File: src/cmap4_pkg.sv
`timescale 1ns / 1ps
// ----------------------------------------------------------------------------
// cmap4_pkg: shared types and constants of the cmap format-4 lookup core
// Command codes, sequencer states and the result and status structs that
// pass between the search sequencer and the top level.
// ----------------------------------------------------------------------------
package cmap4_pkg;

	// Width of a full table address before it is range checked. The largest
	// glyph address is 3*255+1+254 + 32767 + 65535, which fits in 17 bits.
	localparam int FADDR_W = 17;
	localparam int SEG_W   = 8;
	localparam int WORD_W  = 16;
	localparam int WADDR_W = 10;

	typedef enum logic {
		CMD_WRITE  = 1'b0,
		CMD_LOOKUP = 1'b1
	} cmap4_cmd_t;

	typedef enum logic [3:0] {
		ST_IDLE,
		ST_END_RD,
		ST_END_CHK,
		ST_START_CHK,
		ST_F_END,
		ST_F_START,
		ST_F_DELTA,
		ST_F_ROFF,
		ST_F_GLYPH,
		ST_F_GCHK,
		ST_DONE
	} cmap4_state_t;

	typedef struct packed {
		logic [WORD_W-1:0] glyph;
		logic              mapped;
		logic              fault;
	} cmap4_result_t;

	typedef struct packed {
		logic ready;
		logic res_valid;
	} cmap4_seq_stat_t;

endpackage

File: src/cmap4_seq.sv
`timescale 1ns / 1ps
// ----------------------------------------------------------------------------
// cmap4_seq: segment search sequencer
// Binary-searches the end and start code arrays through the table store,
// then fetches delta, range offset and, if needed, the glyph word.
// ----------------------------------------------------------------------------
module cmap4_seq #(
	parameter int TABLE_WORDS = 1024
) (
	input  logic                          clk,
	input  logic                          arst_n,
	input  logic                          start,
	input  logic [cmap4_pkg::WORD_W-1:0]  code,
	input  logic [cmap4_pkg::SEG_W-1:0]   num_segs,
	input  logic                          res_take,
	output logic                          rd_en,
	output logic [$clog2(TABLE_WORDS)-1:0] rd_addr,
	input  logic [cmap4_pkg::WORD_W-1:0]  rd_data,
	output cmap4_pkg::cmap4_seq_stat_t    stat,
	output cmap4_pkg::cmap4_result_t      result
);
	import cmap4_pkg::*;

	localparam int AW = $clog2(TABLE_WORDS);
	localparam logic [FADDR_W-1:0] TW = FADDR_W'(TABLE_WORDS);

	cmap4_state_t      state_q, state_d;
	logic [SEG_W-1:0]  seg_q;
	logic [WORD_W-1:0] code_q;
	logic [SEG_W:0]    lo_q, hi_q;
	logic [SEG_W-1:0]  probe_q;
	logic [WORD_W-1:0] end_q, start_q, delta_q;
	logic              rd_ok_s1;
	cmap4_result_t     res_q;

	logic [SEG_W:0]     sum_w;
	logic [SEG_W-1:0]   probe_w;
	logic [SEG_W:0]     lo_inc_w;
	logic [WORD_W-1:0]  data_w;
	logic [FADDR_W-1:0] start_addr_w, delta_addr_w, roff_addr_w, glyph_addr_w;
	logic [FADDR_W-1:0] raddr_w;
	logic               contained_w;

	assign sum_w    = lo_q + hi_q;
	assign probe_w  = sum_w[SEG_W:1];
	assign lo_inc_w = {1'b0, probe_q} + (SEG_W+1)'(1);

	// Words fetched beyond the store read as zero.
	assign data_w = rd_ok_s1 ? rd_data : '0;

	assign start_addr_w = FADDR_W'(seg_q) + FADDR_W'(probe_q) + FADDR_W'(1);
	assign delta_addr_w = start_addr_w + FADDR_W'(seg_q);
	assign roff_addr_w  = delta_addr_w + FADDR_W'(seg_q);
	assign glyph_addr_w = roff_addr_w + FADDR_W'(data_w[WORD_W-1:1])
		+ FADDR_W'(code_q - start_q);

	assign contained_w = !(code_q < data_w) && !(end_q < code_q);

	// Next state.
	always_comb begin
		state_d = state_q;
		unique case (state_q)
			ST_IDLE: begin
				if (start) begin
					state_d = (num_segs == '0) ? ST_DONE : ST_END_RD;
				end
			end
			ST_END_RD: state_d = ST_END_CHK;
			ST_END_CHK: begin
				if (data_w < code_q) begin
					state_d = (lo_inc_w < hi_q) ? ST_END_RD : ST_F_END;
				end else begin
					state_d = ST_START_CHK;
				end
			end
			ST_START_CHK: begin
				if (data_w <= code_q) begin
					state_d = ST_F_END;
				end else begin
					state_d = (lo_q < {1'b0, probe_q}) ? ST_END_RD : ST_F_END;
				end
			end
			ST_F_END:   state_d = ST_F_START;
			ST_F_START: state_d = ST_F_DELTA;
			ST_F_DELTA: state_d = contained_w ? ST_F_ROFF : ST_DONE;
			ST_F_ROFF:  state_d = ST_F_GLYPH;
			ST_F_GLYPH: begin
				if (data_w == '0 || glyph_addr_w >= TW) begin
					state_d = ST_DONE;
				end else begin
					state_d = ST_F_GCHK;
				end
			end
			ST_F_GCHK: state_d = ST_DONE;
			ST_DONE: begin
				if (res_take) begin
					state_d = ST_IDLE;
				end
			end
			default: state_d = ST_IDLE;
		endcase
	end

	// Read requests and status.
	always_comb begin
		rd_en   = 1'b0;
		raddr_w = '0;
		unique case (state_q)
			ST_END_RD: begin
				rd_en   = 1'b1;
				raddr_w = FADDR_W'(probe_w);
			end
			ST_END_CHK: begin
				rd_en   = 1'b1;
				raddr_w = start_addr_w;
			end
			ST_F_END: begin
				rd_en   = 1'b1;
				raddr_w = FADDR_W'(probe_q);
			end
			ST_F_START: begin
				rd_en   = 1'b1;
				raddr_w = start_addr_w;
			end
			ST_F_DELTA: begin
				rd_en   = 1'b1;
				raddr_w = delta_addr_w;
			end
			ST_F_ROFF: begin
				rd_en   = 1'b1;
				raddr_w = roff_addr_w;
			end
			ST_F_GLYPH: begin
				rd_en   = 1'b1;
				raddr_w = glyph_addr_w;
			end
			default: begin
				rd_en   = 1'b0;
				raddr_w = '0;
			end
		endcase
		stat.ready     = (state_q == ST_IDLE);
		stat.res_valid = (state_q == ST_DONE);
	end

	assign rd_addr = raddr_w[AW-1:0];
	assign result  = res_q;

	always_ff @(posedge clk or negedge arst_n) begin
		if (!arst_n) begin
			state_q  <= ST_IDLE;
			rd_ok_s1 <= 1'b0;
		end else begin
			state_q  <= state_d;
			rd_ok_s1 <= rd_en && (raddr_w < TW);
		end
	end

	always_ff @(posedge clk) begin
		unique case (state_q)
			ST_IDLE: begin
				seg_q  <= num_segs;
				code_q <= code;
				lo_q   <= '0;
				hi_q   <= {1'b0, num_segs};
				res_q  <= '0;
			end
			ST_END_RD: probe_q <= probe_w;
			ST_END_CHK: begin
				if (data_w < code_q) begin
					lo_q <= lo_inc_w;
				end
			end
			ST_START_CHK: begin
				if (data_w > code_q) begin
					hi_q <= {1'b0, probe_q};
				end
			end
			ST_F_START: end_q <= data_w;
			ST_F_DELTA: begin
				start_q <= data_w;
				res_q   <= '{glyph: '0, mapped: contained_w, fault: 1'b0};
			end
			ST_F_ROFF: delta_q <= data_w;
			ST_F_GLYPH: begin
				if (data_w == '0) begin
					res_q.glyph <= delta_q + code_q;
				end else if (glyph_addr_w >= TW) begin
					res_q.fault <= 1'b1;
				end
			end
			ST_F_GCHK: begin
				res_q.glyph <= (rd_data == '0) ? '0 : rd_data + delta_q;
			end
			default: begin
				res_q <= res_q;
			end
		endcase
	end

endmodule

File: config.mk
export PLATFORM = sky130hd
export DESIGN_NAME = cmap4_seq
export DESIGN_NICKNAME = d
export VERILOG_FILES = /design/src/cmap4_pkg.sv /design/src/cmap4_seq.sv
export SDC_FILE = /design/constraint.sdc
export NUM_CORES = 1
export LEC_CHECK = 0
export BUFFER_PORTS_ARGS = -buffer_cell sky130_fd_sc_hd__buf_2
export CAP_MARGIN = 20
export CELL_PAD_IN_SITES_DETAIL_PLACEMENT = 0
export CELL_PAD_IN_SITES_GLOBAL_PLACEMENT = 1
export CORE_MARGIN = 2
export CORE_UTILIZATION = 44
export CTS_CLUSTER_DIAMETER = 60
export CTS_CLUSTER_SIZE = 30
export DETAILED_ROUTE_END_ITERATION = 10
export PLACE_DENSITY_LB_ADDON = 0.05
export SKIP_CTS_REPAIR_TIMING = 1
export SLEW_MARGIN = 10
export SYNTH_ARGS = -nofsm -noshare
export SYNTH_HDL_FRONTEND = slang
export SYNTH_SLANG_ARGS = --single-unit
File: constraint.sdc
create_clock -name clk -period 5.96 [get_ports clk]
set_input_delay 1.192 -clock clk [delete_from_list [all_inputs] [get_ports clk]]
set_output_delay 1.192 -clock clk [all_outputs]
set_load 0.01 [all_outputs]
## Yosys cells after proc, flatten, opt, wreduce, memory -nomap -nowiden

Cells that the tools add are included.
Widths: inputs -> output; s select.

| operators by class | value |
|---|---|
| add/sub/neg operators | 11 |
| $mul | 0 |
| div/mod/pow operators | 0 |
| magnitude comparators | 9 |
| equal/unequal tests | 17 |
| shift-type cells | 0 |
| muxes and demuxes | 24 |
| bitwise logic cells | 0 |
| reduce and logical (&&, ||, !) cells | 22 |

Operators by type and width:

| cell | count |
|---|---|
| $pmux 17 s6 | 1 |
| $lt 16x16->1 | 3 |
| $mux 16 | 3 |
| $pmux 16 s3 | 1 |
| $pmux 4 s11 | 1 |
| $pmux 9 s2 | 2 |
| $add 16x16->16 | 2 |
| $logic_not 16->1 | 2 |
| $mux 9 | 2 |
| $add 16x17->17 | 1 |
| $ge 17x11->1 const B | 1 |
| $lt 17x11->1 const B | 1 |
| $sub 16x16->17 | 1 |
| $add 12x15->16 | 1 |
| $eq 4x3->1 const B | 4 |
| $gt 16x16->1 | 1 |
| $le 16x16->1 | 1 |
| $mux 4 | 4 |
| $ne 2x2->1 const B | 7 |
| $add 11x8->12 | 1 |
| $eq 4x4->1 const B | 3 |
| $mux 3 | 4 |
| $add 10x8->11 | 1 |
| $add 9x1->10 const B | 1 |
| 21 further kinds | 34 |

| word-level totals | value |
|---|---|
| register bits | 121 |
| latch bits | 0 |
| bits in writable memories | 0 |
| ROM bits | 0 |
| bits of input ports | 44 |
| output and inout bits | 31 |
| logic and storage cells | 96 |
| memories | 0 |

## Depth between registers and ports, before layout

Gate-level depths: netlist of the first run.

| depth | value |
|---|---|
| word-level depth | 10 |
| mapped depth | 29 |
| mapped depth without buffers | 29 |

## Least setup slack after synthesis of the first run

No wires, ideal clock.

| path | value |
|---|---|
| path type | register to output |
| from | register probe_q[0] |
| to | output rd_addr[9] |
| arrival | 4930 ps |
| path slack | -162 ps |
| stages on the path, launching flop included | 23 |
| cells stage by stage | edfxtp_1 inv_1 ha_1 fa_1 inv_1 ha_1 a21o_1 a21oi_1 o21bai_1 a21oi_1 xnor2_1 ha_1 o21a_1 a21oi_1 o21bai_1 xor2_1 fa_1 ha_1 a21oi_1 nand2_1 a31oi_1 xnor2_1 a211o_1 |

| between the ends | value |
|---|---|
| longest elaborated chain between the ends | 7 |

RTL lines:

| item | line | RTL |
|---|---|---|
| start: declaration | cmap4_seq.sv:31 | `logic [SEG_W-1:0] probe_q;` |
| start signal: assignment | cmap4_seq.sv:168 | `ST_END_RD: probe_q <= probe_w;` |
| $add 8x8->9 * | cmap4_seq.sv:51 | `assign start_addr_w = FADDR_W'(seg_q) + FADDR_W'(probe_q) + FADDR_W'(1);` |
| $add 9x1->10 * | cmap4_seq.sv:51 |  |
| $add 10x8->11 | cmap4_seq.sv:52 | `assign delta_addr_w = start_addr_w + FADDR_W'(seg_q);` |
| $add 11x8->12 | cmap4_seq.sv:53 | `assign roff_addr_w = delta_addr_w + FADDR_W'(seg_q);` |
| $add 12x15->16 | cmap4_seq.sv:54 | `assign glyph_addr_w = roff_addr_w + FADDR_W'(data_w[WORD_W-1:1])` |
| $add 16x17->17 | cmap4_seq.sv:55 | `+ FADDR_W'(code_q - start_q);` |
| $pmux 17 s6 * | cmap4_seq.sv:108 | `unique case (state_q)` |
| end: declaration | cmap4_seq.sv:17 | `output logic [$clog2(TABLE_WORDS)-1:0] rd_addr,` |

Every way passes the cells marked *; elsewhere a longest branch is shown, timed or not.

## Worst setup path after layout of the first run

Ends and elaborated chain as after synthesis.

==> results.md, run 1 <==
- GRT Total Usage: 23.3%
- Yosys cell types: 63
- Register area share after synthesis: 36.7%
- Final setup vio count: 10
- Crit. End Element: output pin
- Root Driver: clkbuf_16
- Mapped Area: 9760 um2
- Synthesis-stage register bit count: 120
- Slew Limit Fails: 0
- Crit path from: probe_q[0]$_DFFE_PP_
- Max-cap violations: 0
- Chip Width: 153 um
- Crit start category: register
- Met3 Use GR: 3.43%
- DRT antenna net count: 0
- Minimum clock period: 6580 ps
- Fin. Hold Viols: 0
- Count of TritonRoute iterations in the first routing pass: 5
- Area grow syn2layout: 26.8%
- Worst EP required: 4770 ps
- Die area: 23400 um2
- Slew @ Worst Pin: 1010 ps
- Max FO, Critical Path: 4
- TritonCTS Buffers: 17
- M1 GR Usage: 28.7%
- RR Startpoint: probe_q[0]$_DFFE_PP_
- GRT Max-Usage Layer: met2
- Vias in the first global route: 8028
- Row count: 54
- Ports: 75
- Initial core utilization: 44.7%
- FF-to-FF path depth: 29
- Number of enable flip-flop cells after synthesis: 115
- Clock Skew: 6.83 ps
- WL final: 27200 um
- Placer Congestion: 0.847
- Relative slew slack: 32.9%
- CP Capture Point: rd_addr[9]
- DRC violation count after routing: 0
- Fmax: 152 MHz
- Final Net Count: 1342
- Post-route setup slack: -625 ps
- Chip height: 153 um
- Wirelength per Cell: 19.0 um
- DR vias/cell: 5.49
- Syn Nets: 1169
- Kind of critical path: register to output pin
- Crit path DAT: 5390 ps
- Initial antenna violation count: 0
- RSZ-0062 raised after global routing: true
- Status: finished, violations left
- Failing checks: setup timing
- Hold WS: 583 ps
- Top FF cell, synth: edfxtp_1
- Clk Latency, worst-skew pair: 420 ps
- CTS H-Tree Depth: 4
- Grt ovf: 0
- Final period utilization: 110%
- First-pass GRT wire length: 42200 um
- Reg2reg setup slack: -340 ps
- Largest net degree at the start of global routing: 25
- Grt met2 use: 42.1%
- Clk sinks: 120
- IO buf count: 74
- Layout cells sized above 1: 26.9%
- Syn Inst Count: 965
- CORE AREA: 21800 um2
- Mean area per synthesized cell: 10.1 um2
- R2R Path End: state_q[0]$_DFFE_PN0P_
- Detail Placement HPWL: 21000 um
- Clock Path Buffers: 2
- Via count: 7859
- TritonCTS clock tree: yes
- FFs w/ async S/R, synth: 4.17%
- Hold Crit Class: input pin to asynchronous set/reset pin
- DRT iter0 DRCs: 437
- YS warnings: 0
- CTS clock-pin slew for the worst setup and hold paths: 70 ps
==> final cells by class <==
type,count,area (um2)
Clock inverter,15,171
Multi-Input combinational cell,725,6350
Clock buffer,17,425
Sequential cell,120,3580
Timing Repair Buffer,168,1090
Inverter,106,398
Antenna cell,1,2.50
Tap cell,280,350
Fill cell,1968,9450
==> cell usage in the layout, fill, tap and decap left out, types with 12 or more instances in the layout <==
cell type,Yosys,layout
fa_1,33,29
inv_1,104,95
ha_1,127,112
a21o_1,26,26
o21ai_1,35,26
o21ai_0,29,27
edfxtp_1,115,115
nand3_1,12,12
nor4_1,15,15
ha_4,0,14
a21oi_1,62,49
buf_4,0,89
buf_2,0,74
xnor2_1,42,29
nand2_1,67,64
xor2_1,24,21
clkbuf_16,0,17
nor2b_1,19,15
nor2_1,59,51
nor3_1,16,12
nand2b_1,14,14
==> registers in the layout (all words and copies together), names as in the netlist <==
register  count
lo_q          9
code_q       16
start_q      16
seg_q         8
result       18
probe_q       8
delta_q      16
rd_ok_s1      1
hi_q          8
state_q       4
end_q        16
==> worst min-delay path by stage <==
| stage | start | end | slack, ps | cells after the start |
|---|---|---|---|---|
| after floorplan | probe_q[6]$_DFFE_PP_ | hi_q[6]$_DFFE_PP_ | 590 | 1 |
| after global placement | lo_q[8]$_SDFFCE_PN0P_ | probe_q[7]$_DFFE_PP_ | 640 | 1 |
| after detailed placement | lo_q[8]$_SDFFCE_PN0P_ | probe_q[7]$_DFFE_PP_ | 670 | 1 |
| after CTS | arst_n | state_q[0]$_DFFE_PN0P_ | 570 | 1 |
| after global routing | arst_n | state_q[0]$_DFFE_PN0P_ | 580 | 1 |
| final | arst_n | state_q[1]$_DFFE_PN0P_ | 580 | 1 |
==> cell families (layout without fill, tap and decap cells) <==
group	after synthesis	after routing	share of synthesized area, %
compound gates	244	244	16.2
xor+xnor	66	66	5.93
fa+ha+maj	160	160	23.1
buf+inv	120	306	4.62
flops	120	120	36.7
mux	12	12	1.36
other cells	0	1	0
simple gates	243	243	12.2
==> Yosys cell counts, types with 8 or more instances <==
master,number,share of area (%)
a21o_1,26,2.0
a21oi_1,62,3.2
a22oi_1,8,0.62
and3_1,11,0.71
clkbuf_1,14,0.54
edfxtp_1,115,35
fa_1,33,6.8
ha_1,127,16
inv_1,104,4.0
mux2_1,8,0.92
nand2_1,67,2.6
nand2b_1,14,0.90
nand3_1,12,0.62
nor2_1,59,2.3
nor2b_1,19,1.2
nor3_1,16,0.82
nor4_1,15,0.96
o21a_1,9,0.69
o21ai_0,29,1.5
o21ai_1,35,1.8
o21bai_1,8,0.62
o22ai_1,8,0.51
or3_1,10,0.64
xnor2_1,42,3.8
xor2_1,24,2.2
==> metal layers <==
layer	wire (um)	vias up
met5	0	-
met4	617	0
met3	990	36
met2	14000	185
met1	11500	3760
li1	-	3878
==> critical path: stages (launching register included) <==
cell and delay [ps]:
edfxtp_1 360, inv_2 60, ha_4 160, fa_2 390, nor2b_2 130, o21ai_2 80
a21boi_2 180, o21ai_2 70, nor2b_4 140, xnor2_2 140, ha_1 350, a21oi_2 190
o21ai_2 80, xor2_1 180, ha_1 380, a21o_1 240, o21bai_4 160, nand2b_1 110
xnor2_2 160, fa_1 530, inv_2 50, ha_4 250, xnor2_1 150, a211o_1 280
buf_2 150
==> stage by stage <==
| step | util (%) | setup TNS [ps] | cell area (um2) | setup WS [ps] | cells |
|---|---|---|---|---|---|
| final | 56.7 | -2910 | 12400 | -625 | 1432 |
| after global routing | 56.7 | -5540 | 12400 | -858 | 1431 |
| after CTS | 53.3 | -4790 | 11600 | -861 | 1411 |
| after detailed placement | 50.6 | -1790 | 11000 | -379 | 1379 |
| after global placement | 50.6 | -1280 | 11000 | -270 | 1379 |
| after floorplan | - | 0 | 9790 | 8.10 | 965 |
Power of run 1 is left out: the tool's default activity adds up to more than one toggle a clock period on the data nets, which glitch-free logic cannot reach.
==> run 2, diff against run 1 <==
- GPL_ROUTABILITY_DRIVEN: not set -> 0
- SETUP_SLACK_MARGIN: not set -> 0.02
==> run 2 against run 1 <==
Compared with the run above:
- the flow still finishes with violations (setup timing)
- global-route usage is 0.63 points lower
- sequential share of layout area up 0.51 points
- hold slack lost 7.7 ps
- setup slack better by 42 ps
- critical path depth is 2 lower
- via count down 1.1%
- clock skew grew 2.5 ps
- die area is the same
- largest cell class unchanged
==> results.md, run 2 (synthesis gave the netlist of run 1 again) <==
- Status: finished, violations left
- Failing checks: setup timing
- Register Area: 3580 um2 (unchanged)
- Crit-path max cell delay: 560 ps (+30 ps)
- Worst EP required: 4770 ps (about the same)
- Crit path cell chain: inv_2 -> ha_4 -> fa_2 -> inv_2 -> ha_4 -> a21o_1 -> a21oi_2 -> o21bai_1 -> a21oi_2 -> xnor2_2 -> ha_4 -> o21a_4 -> a21oi_4 -> o21bai_2 -> xor2_2 -> fa_1 -> ha_4 -> or3_4 -> a31oi_4 -> xnor2_2 -> a211o_1 -> buf_2
- Wirelength per Cell: 18.9 um (-0.23%)
- R2R Path End: state_q[0]$_DFFE_PN0P_
- Minimum clock period: 6540 ps (-41.8 ps)
- Ports: 75 (unchanged)
- Die area: 23400 um2 (unchanged)
- GRT Total Usage: 22.7% (-0.63 points)
- Count of TritonRoute iterations in the first routing pass: 5 (unchanged)
- Post-route setup slack: -583 ps (+41.8 ps)
- Clk Latency, worst-skew pair: 430 ps (about the same)
- Slowest-stage cell, CP: fa_2
- Most used cell, CP: ha_4
- Final period utilization: 110% (-0.70 points)
- RR Startpoint: probe_q[0]$_DFFE_PP_
- Chip height: 153 um (unchanged)
- WL final: 26900 um (-1.0%)
- RSZ-0062 raised after global routing: true
- CORE AREA: 21800 um2 (unchanged)
- Max reg flops: 18 (unchanged)
- Via count: 7773 (-1.1%)
- Clk sinks: 120 (unchanged)
- Detail Placement HPWL: 21100 um (+0.15%)
- Fillers: 1966 (-0.10%)
- Kind of critical path: register to output pin
- DRC violation count after routing: 0 (unchanged)
- Fin. Hold Viols: 0 (unchanged)
- TritonCTS Buffers: 17 (unchanged)
- Commonest cells after routing, fill and taps aside: edfxtp_1, ha_1, inv_1, buf_4, buf_2
- Max FO, Critical Path: 3 (-1)
- Antenna Cells: 0 (-1)
- Layout cells sized above 1: 25.2% (-1.8 points)
- Root Driver: clkbuf_16
- Initial antenna violation count: 0 (unchanged)
- Crit path from: probe_q[0]$_DFFE_PP_
- TritonCTS clock tree: yes
- Clock Path Buffers: 2 (unchanged)
- Clock Skew: 9.30 ps (+2.47 ps)
- Vias in the first global route: 7819 (-2.6%)
- Final Net Count: 1332 (-0.75%)
- Area grow syn2layout: 24.6%
- Grt ovf: 0 (unchanged)
- Chip Width: 153 um (unchanged)
- Fin util: 55.7% (-0.97 points)
- Slew @ Worst Pin: 1050 ps (+42.1 ps)
- CP Capture Point: rd_addr[9]
- First-pass GRT wire length: 41000 um (-2.9%)
- Largest net degree at the start of global routing: 26 (+4.0%)
- DR vias/cell: 5.47 (-0.33%)
- Initial core utilization: 44.7% (unchanged)
- Hold Crit Class: input pin to asynchronous set/reset pin
- Crit start category: register
- CTS H-Tree Depth: 4 (unchanged)
- DRT iter0 DRCs: 429 (-1.8%)
- Slew Limit Fails: 0 (unchanged)
- Commonest non-fill, non-tap cell in the layout: edfxtp_1
- Max-cap violations: 0 (unchanged)
- Fmax: 153 MHz (+0.64%)
- Crit. End Element: output pin
- FF-to-FF path depth: 29 (unchanged)
- Relative slew slack: 30.1% (-2.8 points)
- Row count: 54 (unchanged)
- DRT antenna net count: 0 (unchanged)
- CTS clock-pin slew for the worst setup and hold paths: 70 ps (about the same)
- Multi-input logic area: 6280 um2 (-1.1%)
- IO buf count: 74 (unchanged)
- Crit path DAT: 5350 ps (-40 ps)
- Final setup vio count: 10 (unchanged)
- Reg2reg setup slack: -160 ps (+180 ps)
-- run 2: cell types whose count changed in the layout (fill, tap and decap cells not counted), sizes merged --
cell / delta
buf: -10
clkinv: -1
bufinv: -2
diode: -1
inv: +3
-- run 2: layout make-up --
type                    instances  share of cell area [%]
multi-input cells             725                    51.7
flip-flops and latches        120                    29.4
repair buffers                158                    8.26
clock buffers                  17                    3.50
inverters                     106                    3.27
well taps                     280                    2.88
clock inverters                15                   0.988
-- run 2: worst min path at each step --
stage / endpoint / slack [ps] / cells past startpoint
global route: state_q[2]$_DFFE_PN0P_ / 560 / 1
floorplan: hi_q[6]$_DFFE_PP_ / 590 / 1
global placement: hi_q[6]$_DFFE_PP_ / 660 / 1
finish: rd_ok_s1$_DFF_PN0_ / 580 / 1
CTS: rd_ok_s1$_DFF_PN0_ / 570 / 1
detailed placement: hi_q[6]$_DFFE_PP_ / 650 / 1
-- run 2: metrics by stage --
stage / worst slack (ps) / instances / instance area [um2] / setup TNS (ps) / hold WS [ps]
6_report: -583 / 1421 / 12200 / -2630 / 576
5_1_grt: -798 / 1421 / 12200 / -4850 / 564
2_1_floorplan: 26.4 / 965 / 9800 / 0 / 589
3_3_place_gp: -216 / 1374 / 11000 / -1040 / 655
3_5_place_dp: -341 / 1374 / 11000 / -1600 / 649
4_1_cts: -822 / 1406 / 11500 / -4460 / 566
-- run 2: layer usage --
| layer | GRT usage (%) | vias up | routed length [um] |
|---|---|---|---|
| met5 | 0 | - | 0 |
| met4 | 6.44 | 0 | 489 |
| met3 | 3.83 | 32 | 910 |
| met2 | 41.3 | 166 | 13900 |
| met1 | 27.5 | 3734 | 11600 |
| li1 | - | 3841 | - |
-- run 2: worst max-delay path: cells and delay by family, from the launching register on --
kind / cells / cell delay, ps
adders and majority gates: 6 / 1910
AOI/OAI and AO/OA: 9 / 1570
xor gates and xnor gates: 3 / 430
and+or+nand+nor: 1 / 370
DFF: 1 / 360
buffers and inverters: 3 / 270
Power of run 2 is left out for the same reason.
==> run 3, diff against run 2 <==
- HOLD_SLACK_MARGIN: not set -> 0.1
- clock period: 5.96 -> 5.8 ns (I/O delays scaled with it)
==> run 3 against run 2 <==
Compared with the run above:
- the flow still finishes with violations (setup timing)
- routed wire length fell by 0.39%
- clock-buffer cell count is 1 higher
- design area rose by 1.0%
- sequential share of layout area fell by 0.29 points
- sequential cell count did not move
- via count increased by 0.44%
- critical endpoint unchanged
- largest cell class unchanged
==> results.md, run 3 (synthesis gave the netlist of run 1 again) <==
- CTS clock-pin slew for the worst setup and hold paths: 70 ps (about the same)
- TritonCTS Buffers: 17 (unchanged)
- Detail Placement HPWL: 21000 um (about the same)
- DRT antenna net count: 0 (unchanged)
- Pre-CTS setup slack: -409 ps (-67.8 ps)
- Relative slew slack: 30.7% (+0.55 points)
- Wirelength per Cell: 18.8 um (-0.88%)
- GRT Total Usage: 23.1% (+0.46 points)
- Commonest non-fill, non-tap cell in the layout: edfxtp_1
- Ports: 75 (unchanged)
- Die area: 23400 um2 (unchanged)
- Clk Latency, worst-skew pair: 430 ps (about the same)
- Clock Skew: 13.7 ps (+4.37 ps)
- Clk sinks: 120 (unchanged)
- First-pass GRT wire length: 42000 um (+2.5%)
- Hold Crit Class: input pin to asynchronous set/reset pin
- Chip Width: 153 um (unchanged)
- TritonCTS clock tree: yes
- Layout cells sized above 1: 26.4% (+1.2 points)
- Largest net degree at the start of global routing: 26 (unchanged)
- DRC violation count after routing: 0 (unchanged)
- Failing checks: setup timing
- Row count: 54 (unchanged)
- Fillers: 1988 (+1.1%)
- Chip height: 153 um (unchanged)
- Antenna Cells: 0 (unchanged)
- RSZ-0062 raised after global routing: true
- Final period utilization: 112%
- Fin. Hold Viols: 0 (unchanged)
- Crit start category: register
- Final TNS setup: -4070 ps (-1440 ps)
- Commonest cells after routing, fill and taps aside: edfxtp_1, ha_1, inv_1, buf_4, buf_2
- Fmax: 154 MHz
- WL final: 26800 um (-0.39%)
- CTS H-Tree Depth: 4 (unchanged)
- Initial core utilization: 44.7% (unchanged)
- Minimum clock period: 6500 ps
- Grt ovf: 0 (unchanged)
- DRT iter0 DRCs: 404 (-5.8%)
- Status: finished, violations left
- Final Net Count: 1339 (+0.53%)
- Root Driver: clkbuf_16
- Kind of critical path: register to output pin
- Slew @ Worst Pin: 1040 ps (-8.25 ps)
- Worst EP required: 4640 ps (-130 ps)
- Max reg flops: 18 (unchanged)
- Count of TritonRoute iterations in the first routing pass: 5 (unchanged)
- Crit. End Element: output pin
- Area grow syn2layout: 25.9%
- Max FO, Critical Path: 4 (+1)
- Via count: 7807 (+0.44%)
- Initial antenna violation count: 0 (unchanged)
- Vias in the first global route: 8019 (+2.6%)
- Post-route setup slack: -697 ps (-114 ps)
- IO buf count: 74 (unchanged)
- Slew Limit Fails: 0 (unchanged)
- Clock Path Buffers: 2 (unchanged)
- Crit path DAT: 5340 ps (about the same)
- Max-cap violations: 0 (unchanged)
- CORE AREA: 21800 um2 (unchanged)
- DR vias/cell: 5.47 (about the same)
- Final setup vio count: 11 (+1)
[run 3: area by class of cell]
cell class | count | area [um2] | area share [%]
repair buffers | 165 | 1080 | 8.76
well taps | 280 | 350 | 2.85
clock buffers | 18 | 429 | 3.49
multi-input cells | 725 | 6330 | 51.6
clock inverters | 14 | 114 | 0.927
inverters | 106 | 398 | 3.24
flip-flops and latches | 120 | 3580 | 29.1
[run 3: worst max-delay path, cell delays in order (launching register included)]
cell      delay (ps)
edfxtp_1         360
inv_2             60
ha_4             160
fa_2             370
nor2b_2          140
o21ai_2           80
a21boi_2         210
o21ai_2           90
nor2b_4          130
xnor2_2          220
ha_4             250
a21oi_2          160
o21ai_2           70
xor2_1           210
ha_1             330
a21o_1           250
nor2_4           140
xor2_2           180
fa_1             480
ha_4             320
a31oi_4           90
xnor2_1          160
a211o_1          280
buf_2            140
[run 3: path summary, 6_finish.rpt]
kind                                        from  slack (ps)  depth (start not counted)                endpoint
max in group asynchronous                 arst_n        5120                          1      rd_ok_s1$_DFF_PN0_
setup / recovery            probe_q[0]$_DFFE_PP_        -700                         23              rd_addr[9]
hold reg to reg            lo_q[8]$_SDFFCE_PN0P_         690                          1    probe_q[7]$_DFFE_PP_
setup reg to reg            probe_q[0]$_DFFE_PP_        -350                         29  state_q[0]$_DFFE_PN0P_
hold / removal                            arst_n         540                          1  state_q[3]$_DFFE_PN0P_
min in group clk           lo_q[8]$_SDFFCE_PN0P_         690                          1    probe_q[7]$_DFFE_PP_
[run 3: through the flow]
step | hold WS [ps] | std cells | util (%) | instance area (um2)
after global placement | 667 | 1381 | 50.9 | 11100
after CTS | 531 | 1413 | 53.4 | 11600
after global routing | 541 | 1428 | 56.3 | 12300
after detailed placement | 670 | 1381 | 50.9 | 11100
final | 540 | 1428 | 56.3 | 12300
after floorplan | 589 | 965 | - | 9850
[run 3: per-layer routing]
metal / GRT usage [%] / share of wire (%) / routed length, um / vias up
li1: - / - / - / 3873
met1: 28.1 / 44 / 11700 / 3762
met2: 42.3 / 52 / 13800 / 140
met3: 3.86 / 3.2 / 846 / 32
met4: 6.31 / 1.6 / 420 / 0
met5: 0 / 0 / 0 / -
Power of run 3 is left out for the same reason.
